File: src/hdl/assert_macros.svh
// assertion macros for the rtl, included by bcam_bank
`ifndef ASSERT_MACROS_SVH
`define ASSERT_MACROS_SVH

`ifndef NO_ASSERTIONS

// property checked on every rising clk edge outside reset
`define ASSERT_CLK(label, prop) \
    label: assert property (@(posedge clk) disable iff (!rst_n) (prop)) \
        else $error("assertion failed");

// condition that must never be seen outside reset
`define ASSERT_NEVER(label, cond) \
    label: assert property (@(posedge clk) disable iff (!rst_n) !(cond)) \
        else $error("forbidden condition seen");

`else

`define ASSERT_CLK(label, prop)
`define ASSERT_NEVER(label, cond)

`endif

`endif

File: src/hdl/bcam_pkg.sv
// types, constants and helpers of the bank controller address map
package bcam_pkg;

    localparam int ADDR_W = 16;
    localparam int DATA_W = 8;
    localparam int OFFS_W = 14;
    localparam int ROMB_W = 7;
    localparam int RAMB_W = 2;
    localparam int S_TDATA_W = 24;
    localparam int M_TDATA_W = 32;
    localparam int PADDR_W = 3;
    localparam int PDATA_W = 32;

    typedef enum logic [3:0] {
        REG_ROM0    = 4'd0,
        REG_ROMBANK = 4'd1,
        REG_VRAM    = 4'd2,
        REG_EXTRAM  = 4'd3,
        REG_WRAM    = 4'd4,
        REG_ECHO    = 4'd5,
        REG_OAM     = 4'd6,
        REG_GAP0    = 4'd7,
        REG_IO      = 4'd8,
        REG_GAP1    = 4'd9,
        REG_HRAM    = 4'd10,
        REG_IE      = 4'd11
    } region_t;

    typedef enum logic [1:0] {
        KIND_NONE  = 2'd0,
        KIND_MBC1  = 2'd1,
        KIND_MBC3  = 2'd2,
        KIND_OTHER = 2'd3
    } ctrl_kind_t;

    typedef enum logic {
        OP_READ  = 1'b0,
        OP_WRITE = 1'b1
    } op_t;

    // register indexes on the apb port
    localparam logic [0:0] CFG_KIND        = 1'b0;
    localparam logic [0:0] CFG_RAM_PRESENT = 1'b1;

    // upper limits of the regions
    localparam logic [ADDR_W-1:0] TOP_ROM0    = 16'h4000;
    localparam logic [ADDR_W-1:0] TOP_ROMBANK = 16'h8000;
    localparam logic [ADDR_W-1:0] TOP_VRAM    = 16'hA000;
    localparam logic [ADDR_W-1:0] TOP_EXTRAM  = 16'hC000;
    localparam logic [ADDR_W-1:0] TOP_WRAM    = 16'hE000;
    localparam logic [ADDR_W-1:0] TOP_ECHO    = 16'hFE00;
    localparam logic [ADDR_W-1:0] TOP_OAM     = 16'hFEA0;
    localparam logic [ADDR_W-1:0] TOP_GAP0    = 16'hFF00;
    localparam logic [ADDR_W-1:0] TOP_IO      = 16'hFF4C;
    localparam logic [ADDR_W-1:0] TOP_GAP1    = 16'hFF80;
    localparam logic [ADDR_W-1:0] TOP_HRAM    = 16'hFFFF;

    // bank controller write windows
    localparam logic [ADDR_W-1:0] BANK_ROMSEL = 16'h2000;
    localparam logic [ADDR_W-1:0] BANK_HISEL  = 16'h4000;
    localparam logic [ADDR_W-1:0] BANK_MODE   = 16'h6000;

    typedef struct packed {
        region_t           region;
        logic [OFFS_W-1:0] offset;
        logic              store_access;
    } dec_t;

    typedef struct packed {
        logic [ROMB_W-1:0] rom_bank;
        logic [RAMB_W-1:0] ram_bank;
        logic              controller_fault;
    } bank_t;

    function automatic logic [ADDR_W-1:0] region_base(input region_t r);
        logic [ADDR_W-1:0] b;
        unique case (r)
            REG_ROM0:    b = 16'h0000;
            REG_ROMBANK: b = TOP_ROM0;
            REG_VRAM:    b = TOP_ROMBANK;
            REG_EXTRAM:  b = TOP_VRAM;
            REG_WRAM:    b = TOP_EXTRAM;
            REG_ECHO:    b = TOP_WRAM;
            REG_OAM:     b = TOP_ECHO;
            REG_GAP0:    b = TOP_OAM;
            REG_IO:      b = TOP_GAP0;
            REG_GAP1:    b = TOP_IO;
            REG_HRAM:    b = TOP_GAP1;
            REG_IE:      b = TOP_HRAM;
            default:     b = 16'h0000;
        endcase
        return b;
    endfunction

endpackage

File: src/hdl/bcam_decode.sv
// address decoder: region, offset and store access flag
module bcam_decode
(
    input  logic                            is_write,
    input  logic [bcam_pkg::ADDR_W-1:0]     address,
    input  logic                            ram_present,
    output bcam_pkg::dec_t                  dec
);

    bcam_pkg::region_t           region;
    logic [bcam_pkg::ADDR_W-1:0] diff;

    always_comb
    begin
        priority if (address < bcam_pkg::TOP_ROM0)    region = bcam_pkg::REG_ROM0;
        else if (address < bcam_pkg::TOP_ROMBANK)     region = bcam_pkg::REG_ROMBANK;
        else if (address < bcam_pkg::TOP_VRAM)        region = bcam_pkg::REG_VRAM;
        else if (address < bcam_pkg::TOP_EXTRAM)      region = bcam_pkg::REG_EXTRAM;
        else if (address < bcam_pkg::TOP_WRAM)        region = bcam_pkg::REG_WRAM;
        else if (address < bcam_pkg::TOP_ECHO)        region = bcam_pkg::REG_ECHO;
        else if (address < bcam_pkg::TOP_OAM)         region = bcam_pkg::REG_OAM;
        else if (address < bcam_pkg::TOP_GAP0)        region = bcam_pkg::REG_GAP0;
        else if (address < bcam_pkg::TOP_IO)          region = bcam_pkg::REG_IO;
        else if (address < bcam_pkg::TOP_GAP1)        region = bcam_pkg::REG_GAP1;
        else if (address < bcam_pkg::TOP_HRAM)        region = bcam_pkg::REG_HRAM;
        else                                          region = bcam_pkg::REG_IE;
    end

    assign diff = address - bcam_pkg::region_base(region);

    always_comb
    begin
        dec.region       = region;
        dec.offset       = diff[bcam_pkg::OFFS_W-1:0];
        dec.store_access = 1'b1;
        if (region == bcam_pkg::REG_GAP0 || region == bcam_pkg::REG_GAP1)
        begin
            dec.store_access = 1'b0;
        end
        if (region == bcam_pkg::REG_EXTRAM && !ram_present)
        begin
            dec.store_access = 1'b0;
        end
        // writes into the rom area only go to the bank controller
        if (is_write && (region == bcam_pkg::REG_ROM0 || region == bcam_pkg::REG_ROMBANK))
        begin
            dec.store_access = 1'b0;
        end
    end

endmodule

File: src/hdl/bcam_bank.sv
// bank controller state: mode bit, rom and ram select
`include "assert_macros.svh"

module bcam_bank
(
    input  logic                            clk,
    input  logic                            rst_n,
    input  logic                            advance,
    input  logic                            is_write,
    input  logic [bcam_pkg::ADDR_W-1:0]     address,
    input  logic [bcam_pkg::DATA_W-1:0]     write_data,
    input  bcam_pkg::ctrl_kind_t            kind,
    output bcam_pkg::bank_t                 bank
);

    logic                          mode_reg;
    logic                          mode_next;
    logic [bcam_pkg::ROMB_W-1:0]   rom_sel_reg;
    logic [bcam_pkg::ROMB_W-1:0]   rom_sel_next;
    logic [bcam_pkg::RAMB_W-1:0]   ram_sel_reg;
    logic [bcam_pkg::RAMB_W-1:0]   ram_sel_next;
    logic                          bank_wr;
    logic                          fault;

    assign bank_wr = is_write && (address < bcam_pkg::TOP_ROMBANK);

    always_comb
    begin
        mode_next    = mode_reg;
        rom_sel_next = rom_sel_reg;
        ram_sel_next = ram_sel_reg;
        fault        = 1'b0;
        if (bank_wr)
        begin
            priority if (kind == bcam_pkg::KIND_NONE)
            begin
                mode_next = mode_reg;
            end
            else if (address >= bcam_pkg::BANK_MODE)
            begin
                mode_next = write_data[0];
            end
            else if (kind == bcam_pkg::KIND_OTHER)
            begin
                fault = 1'b1;
            end
            else if (address >= bcam_pkg::BANK_HISEL)
            begin
                if (kind == bcam_pkg::KIND_MBC1 && !mode_reg)
                begin
                    rom_sel_next = {write_data[1:0], rom_sel_reg[4:0]};
                end
                else
                begin
                    ram_sel_next = write_data[bcam_pkg::RAMB_W-1:0];
                end
            end
            else if (address >= bcam_pkg::BANK_ROMSEL)
            begin
                if (kind == bcam_pkg::KIND_MBC1)
                begin
                    rom_sel_next = {rom_sel_reg[6:5], write_data[4:0]};
                end
                else if (write_data[bcam_pkg::ROMB_W-1:0] == '0)
                begin
                    rom_sel_next = bcam_pkg::ROMB_W'(1);
                end
                else
                begin
                    rom_sel_next = write_data[bcam_pkg::ROMB_W-1:0];
                end
            end
            else
            begin
                // ram enable window: ignored
                mode_next = mode_reg;
            end
        end
    end

    always_ff @(posedge clk or negedge rst_n)
    begin
        if (!rst_n)
        begin
            mode_reg    <= 1'b0;
            rom_sel_reg <= bcam_pkg::ROMB_W'(1);
            ram_sel_reg <= '0;
        end
        else if (advance)
        begin
            mode_reg    <= mode_next;
            rom_sel_reg <= rom_sel_next;
            ram_sel_reg <= ram_sel_next;
        end
    end

    // banks as seen after this access, zero select maps to one
    always_comb
    begin
        bank.rom_bank         = (rom_sel_next == '0) ? bcam_pkg::ROMB_W'(1) : rom_sel_next;
        bank.ram_bank         = ram_sel_next;
        bank.controller_fault = fault;
    end

    `ASSERT_CLK(a_fault_only_other, fault |-> (kind == bcam_pkg::KIND_OTHER && bank_wr))
    `ASSERT_NEVER(a_rom_bank_zero, bank.rom_bank == '0)
    `ASSERT_CLK(a_hold_when_idle,
        !advance |=> ($stable(rom_sel_reg) && $stable(ram_sel_reg) && $stable(mode_reg)))
    `ASSERT_CLK(a_none_kind_frozen, (advance && kind == bcam_pkg::KIND_NONE)
        |=> ($stable(rom_sel_reg) && $stable(ram_sel_reg) && $stable(mode_reg)))

endmodule

File: src/hdl/bank_controller_address_map.sv
// top level of the bank controller address map
// usage:
//   input stream s_*: one bus access per word. s_tdata holds address and
//   write data, s_tuser the access kind (read or write).
//   output stream m_*: one result word per access, in order.
//   apb port: register 0 controller kind at 0x0, register 1 ram present at 0x4.
//   write configuration only while no access is in flight.
// timing:
//   two register stages (input register, result register); the result register
//   drives m_tvalid. one access per cycle sustained while m_tready is high; the bank
//   update is a single pass of decode logic between the two stages.
// reset:
//   rst_n clears both stages, the configuration (kind none, no ram) and the
//   bank state (rom bank 1, ram bank 0, rom banking mode).
// stall:
//   when m_tready is low the result word holds, the input register still
//   fills once, then s_tready drops until the result is taken.
module bank_controller_address_map
(
    input  logic                              clk,
    input  logic                              rst_n,
    // slave stream
    input  logic                              s_tvalid,
    output logic                              s_tready,
    // [15:0] address, [23:16] write_data
    input  logic [bcam_pkg::S_TDATA_W-1:0]    s_tdata,
    // [0] opcode
    input  logic                              s_tuser,
    // master stream
    output logic                              m_tvalid,
    input  logic                              m_tready,
    // [3:0] region, [17:4] offset, [24:18] rom_bank, [26:25] ram_bank,
    // [27] store_access, [28] controller_fault, [31:29] zero
    output logic [bcam_pkg::M_TDATA_W-1:0]    m_tdata,
    // apb configuration
    input  logic                              psel,
    input  logic                              penable,
    input  logic                              pwrite,
    input  logic [bcam_pkg::PADDR_W-1:0]      paddr,
    input  logic [bcam_pkg::PDATA_W-1:0]      pwdata,
    output logic [bcam_pkg::PDATA_W-1:0]      prdata,
    output logic                              pready
);

    logic                           s1_valid_reg;
    logic                           s1_write_reg;
    logic [bcam_pkg::ADDR_W-1:0]    s1_addr_reg;
    logic [bcam_pkg::DATA_W-1:0]    s1_data_reg;
    logic                           m_valid_reg;
    logic [bcam_pkg::M_TDATA_W-1:0] m_data_reg;
    logic [bcam_pkg::M_TDATA_W-1:0] m_data_next;
    bcam_pkg::ctrl_kind_t           kind_reg;
    logic                           ram_present_reg;
    logic                           out_free;
    logic                           advance;
    logic                           cfg_wr;
    logic [0:0]                     cfg_idx;
    bcam_pkg::dec_t                 dec;
    bcam_pkg::bank_t                bank;

    assign out_free = !m_valid_reg || m_tready;
    assign advance  = s1_valid_reg && out_free;
    assign s_tready = !s1_valid_reg || out_free;

    // input register
    always_ff @(posedge clk or negedge rst_n)
    begin
        if (!rst_n)
        begin
            s1_valid_reg <= 1'b0;
        end
        else if (s_tready)
        begin
            s1_valid_reg <= s_tvalid;
        end
    end

    always_ff @(posedge clk)
    begin
        if (s_tready && s_tvalid)
        begin
            s1_write_reg <= s_tuser;
            s1_addr_reg  <= s_tdata[bcam_pkg::ADDR_W-1:0];
            s1_data_reg  <= s_tdata[bcam_pkg::ADDR_W +: bcam_pkg::DATA_W];
        end
    end

    bcam_decode u_decode
    (
        .is_write    (s1_write_reg == bcam_pkg::OP_WRITE),
        .address     (s1_addr_reg),
        .ram_present (ram_present_reg),
        .dec         (dec)
    );

    bcam_bank u_bank
    (
        .clk        (clk),
        .rst_n      (rst_n),
        .advance    (advance),
        .is_write   (s1_write_reg == bcam_pkg::OP_WRITE),
        .address    (s1_addr_reg),
        .write_data (s1_data_reg),
        .kind       (kind_reg),
        .bank       (bank)
    );

    assign m_data_next = {3'b000, bank.controller_fault, dec.store_access,
                          bank.ram_bank, bank.rom_bank, dec.offset, dec.region};

    // result register
    always_ff @(posedge clk or negedge rst_n)
    begin
        if (!rst_n)
        begin
            m_valid_reg <= 1'b0;
        end
        else if (out_free)
        begin
            m_valid_reg <= s1_valid_reg;
        end
    end

    always_ff @(posedge clk)
    begin
        if (advance)
        begin
            m_data_reg <= m_data_next;
        end
    end

    assign m_tvalid = m_valid_reg;
    assign m_tdata  = m_data_reg;

    // configuration registers
    assign pready  = 1'b1;
    assign cfg_idx = paddr[bcam_pkg::PADDR_W-1:2];
    assign cfg_wr  = psel && penable && pwrite && pready;

    always_ff @(posedge clk or negedge rst_n)
    begin
        if (!rst_n)
        begin
            kind_reg        <= bcam_pkg::KIND_NONE;
            ram_present_reg <= 1'b0;
        end
        else if (cfg_wr)
        begin
            unique case (cfg_idx)
                bcam_pkg::CFG_KIND:        kind_reg <= bcam_pkg::ctrl_kind_t'(pwdata[1:0]);
                bcam_pkg::CFG_RAM_PRESENT: ram_present_reg <= pwdata[0];
                default:                   ram_present_reg <= ram_present_reg;
            endcase
        end
    end

    always_comb
    begin
        unique case (cfg_idx)
            bcam_pkg::CFG_KIND:        prdata = {30'd0, kind_reg};
            bcam_pkg::CFG_RAM_PRESENT: prdata = {31'd0, ram_present_reg};
            default:                   prdata = '0;
        endcase
    end

endmodule

File: config.mk
export PLATFORM = sky130hd
export DESIGN_NAME = bank_controller_address_map
export DESIGN_NICKNAME = d
export VERILOG_FILES = /design/src/hdl/bcam_pkg.sv /design/src/hdl/bcam_decode.sv /design/src/hdl/bcam_bank.sv /design/src/hdl/bank_controller_address_map.sv
export VERILOG_INCLUDE_DIRS = /design/src /design/src/hdl
export SDC_FILE = /design/constraint.sdc
export NUM_CORES = 1
export LEC_CHECK = 0
export BUFFER_PORTS_ARGS = -buffer_cell sky130_fd_sc_hd__buf_2
export CORE_MARGIN = 1
export CORE_UTILIZATION = 36
export CTS_CLUSTER_SIZE = 25
export DETAILED_ROUTE_END_ITERATION = 8
export PLACE_DENSITY = 0.63
export SKIP_LAST_GASP = 1
export SYNTH_ARGS = -nofsm -noshare
export SYNTH_HDL_FRONTEND = slang
export SYNTH_SLANG_ARGS = --single-unit
export TNS_END_PERCENT = 10
File: constraint.sdc
create_clock -name clk -period 3.48 [get_ports clk]
set_input_delay 1.044 -clock clk [delete_from_list [all_inputs] [get_ports clk]]
set_output_delay 1.044 -clock clk [all_outputs]
set_load 0.05 [all_outputs]
==> run_results.csv <==
group,metric,value,unit
status,outcome,"finished, final reports clean",
route,wire_per_inst,12.8,um
grt,grt_pass1_wl,10400,um
yosys,synth_edf_count,53,
yosys,synthCells,294,
placed_design,port_buffers,66,
sta,setup_tns,0,ps
sta,rsz0062_at_grt,"no",
finish,drive_gt1_share,31.7,%
yosys,avgSynthCellArea,12.2,um^2
yosys,yosysSeqAreaShare,54.9,%
yosys,yosysWarningCount,0,
critical_path,required,3690,ps
die,start_util,36.8,%
finish,syn_to_final_growth,16.9,%
critical_path,r2r_setup_slack,240,ps
route,vias,2367,
sta,finalSetupViolCount,0,
clock_network,cts_hold_buf,0,
grt,antenna_found_initial,0,
critical_path,critPathKind,"register to register",
clock_network,cts_sinks,68,
yosys,synth_area,3580,um^2
critical_path,end_kind,"register",
power_and_ir_drop,clkPwrFrac,24.0,%
critical_path,r2r_end,"m_tdata[14]",
die,core-area,9730,um^2
critical_path,crit_start,"s1_addr_reg[9]",
yosys,dominantRegCellSynth,"edfxtp_1",
critical_path,worstReg2RegStart,"s1_addr_reg[9]",
grt,gr-usage-all-layers,13.5,%
clock_network,clk_path_buf_depth,2,
sta,fmax,0.309,GHz
sta,fin_crit_sh,93.0,%
placed_design,gp_congestion,0.856,
critical_path,cp.arrival,3440,ps
route,postRouteAntennaNets,0,
power_and_ir_drop,switching_share,35.2,%
sta,finalHoldViolCount,0,
yosys,ys_types,57,
power_and_ir_drop,seq_power_share,47.5,%
clock_network,clkTransAtPathRegs,70,ps
sta,slew_viol_final,0,
power_and_ir_drop,peakVddDrop,0.000177,V
finish,num_antenna_cells,0,
die,io_pins,134,
min_path,hp-class,"register to register",
sta,whs,488,ps
clock_network,htree_levels,3,
die,fp-row-count,36,
route,drt_wl_total,6600,um
power_and_ir_drop,p_int,1510,uW
grt,grt_max_degree,25,
min_path,holdPathStages,2,
finish,largest_register_ffs,29,
clock_network,clkLatencyLatePin,350,ps
yosys,ys_ff_latch,68,
power_and_ir_drop,power.density,556,nW/um^2
die,dieArea,10400,um^2
finish,final_util,43.1,%
yosys,ys_async_sr_fraction,22.1,%
finish,finalNetCount,458,
sta,finalWorstPathRequiredPeriod,3240,ps
route,via_per_inst,4.60,
clock_network,cts_tree,"done",
die,dieHeight,102,um
route,drt_first_pass_iters,5,
flow_run,cap_violations,0,
grt,overflow,0,
critical_path,critPathMaxFanout,4,
placed_design,dp_hpwl,4990,um
route,drtIter0Drc,80,
sta,final.setup_skew,9.73,ps
clock_network,cts_buffers,9,
power_and_ir_drop,leakage,0.00177,uW
route,drc,0,
critical_path,reg2regPathDepth,15,
power_and_ir_drop,p_switching,820,uW
grt,grt_pass1_vias,2214,
critical_path,crit_end,"m_tdata[14]",
die,fp.dieW,102,um
clock_network,root_buffer,"clkbuf_8",
power_and_ir_drop,comb_power_share,28.5,%
critical_path,critPathLaunchType,"register",
-- power groups by stage --
stage	clock, uW	combinational (uW)	sequential, uW
6_report	560	663	1110
5_1_grt	607	715	1120
4_1_cts	581	662	1110
3_5_place_dp	0	660	1130
3_3_place_gp	0	649	1120
2_1_floorplan	0	378	1280
-- final cells by class --
class	instances	area, um^2
clock buffer	11	141
clock inverter	5	27.5
fill	953	5540
inverter	13	48.8
multi-input combinational	208	1430
sequential	68	1970
tap	133	166
timing repair buffer	77	413
-- cells in the final DEF (no fill, tap or decap), types with 3 or more instances in the layout --
cell type,Yosys,routed
nand3_1,3,3
clkinv_2,0,3
o21a_1,4,4
clkbuf_8,0,10
xnor2_1,5,5
dfrtp_1,14,14
nand4_1,5,5
buf_4,34,11
nor2_1,16,16
inv_1,12,12
o211ai_1,5,5
conb_1,2,34
buf_2,2,66
and3_1,3,3
nor3_1,6,6
edfxtp_1,53,53
xor2_1,4,4
mux2_2,16,16
nor2b_1,5,5
ha_1,13,13
nand2_1,16,16
o21ai_0,12,11
nand2b_1,7,7
a21oi_1,13,12
-- cells by family (layout without fill, tap and decap cells) --
logic type / after synthesis / count (layout) / share of synthesized area, %
AOI/OAI and AO/OA: 51 / 51 / 9.35
xor gates and xnor gates: 10 / 10 / 2.65
adders and majority gates: 14 / 14 / 5.10
buffers and inverters: 50 / 106 / 8.87
DFF: 68 / 68 / 54.9
muxes: 20 / 20 / 6.21
other: 2 / 34 / 0.210
and+or+nand+nor: 79 / 79 / 12.7
-- through the flow --
step                      std cells  cell area (um^2)  worst slack (ps)  total power, uW
after floorplan                 326              3700               229             1660
after global placement          497              4000               139             1770
after detailed placement        497              4000              82.8             1790
after CTS                       513              4170              67.8             2350
after global routing            515              4190              20.6             2450
final                           515              4190               243             2330
-- layer usage --
| layer | vias to the layer above | track usage, % | routed length (um) |
|---|---|---|---|
| met5 | - | 0 | 0 |
| met4 | 0 | 7.58 | 205 |
| met3 | 14 | 3.66 | 341 |
| met2 | 85 | 20.8 | 3140 |
| met1 | 1099 | 17.0 | 2910 |
| li1 | 1169 | - | - |
-- worst max-delay path, cell delays in order (launching register included) --
cell,delay [ps]
edfxtp_1,370
nand2_1,120
nor4_4,300
inv_2,60
or2_4,280
inv_1,70
and3_1,220
ha_1,210
fa_1,210
nor2b_1,60
o21a_1,190
o21ai_1,230
a21oi_2,140
buf_4,150
or4_1,400
nand4_1,100
-- synth_stat cells, types with 2 or more instances --
| cell type | count | area [um^2] |
|---|---|---|
| and3_1 | 3 | 18.8 |
| a21o_1 | 2 | 15.0 |
| buf_4 | 34 | 255 |
| conb_1 | 2 | 7.51 |
| o21ai_0 | 12 | 60.1 |
| ha_1 | 13 | 163 |
| nand2_1 | 16 | 60.1 |
| mux2i_1 | 2 | 20.0 |
| o311ai_0 | 2 | 17.5 |
| o31ai_1 | 2 | 15.0 |
| nand4_1 | 5 | 31.3 |
| or3_1 | 2 | 12.5 |
| xnor2_1 | 5 | 43.8 |
| nor2_1 | 16 | 60.1 |
| a31oi_1 | 2 | 12.5 |
| mux2_1 | 2 | 22.5 |
| o211ai_1 | 5 | 37.5 |
| o21a_1 | 4 | 30.0 |
| edfxtp_1 | 53 | 1590 |
| mux2_2 | 16 | 180 |
| xor2_1 | 4 | 35.0 |
| buf_2 | 2 | 10.0 |
| nand2b_4 | 2 | 27.5 |
| nand2b_1 | 7 | 43.8 |
| nor3_1 | 6 | 30.0 |
| dfrtp_1 | 14 | 350 |
| a21oi_1 | 13 | 65.1 |
| inv_1 | 12 | 45.0 |
| nor2b_1 | 5 | 31.3 |
| nor4_1 | 2 | 12.5 |
| nand3_1 | 3 | 15.0 |
-- worst min path at each step --
stage,end,from
CTS,u_bank.ram_sel_reg[1],u_bank.ram_sel_reg[1]
finish,u_bank.rom_sel_reg[0],u_bank.rom_sel_reg[0]
floorplan,u_bank.ram_sel_reg[0],u_bank.ram_sel_reg[0]
global placement,u_bank.ram_sel_reg[0],u_bank.ram_sel_reg[0]
detailed placement,u_bank.ram_sel_reg[1],u_bank.ram_sel_reg[1]
global route,u_bank.rom_sel_reg[0],u_bank.rom_sel_reg[0]
-- repair_timing --
action	4_1_cts	5_1_grt
setup endpoints to repair	0	2
buffers inserted	0	2
resized for setup	0	3
Power figures use the tool's default switching activity.
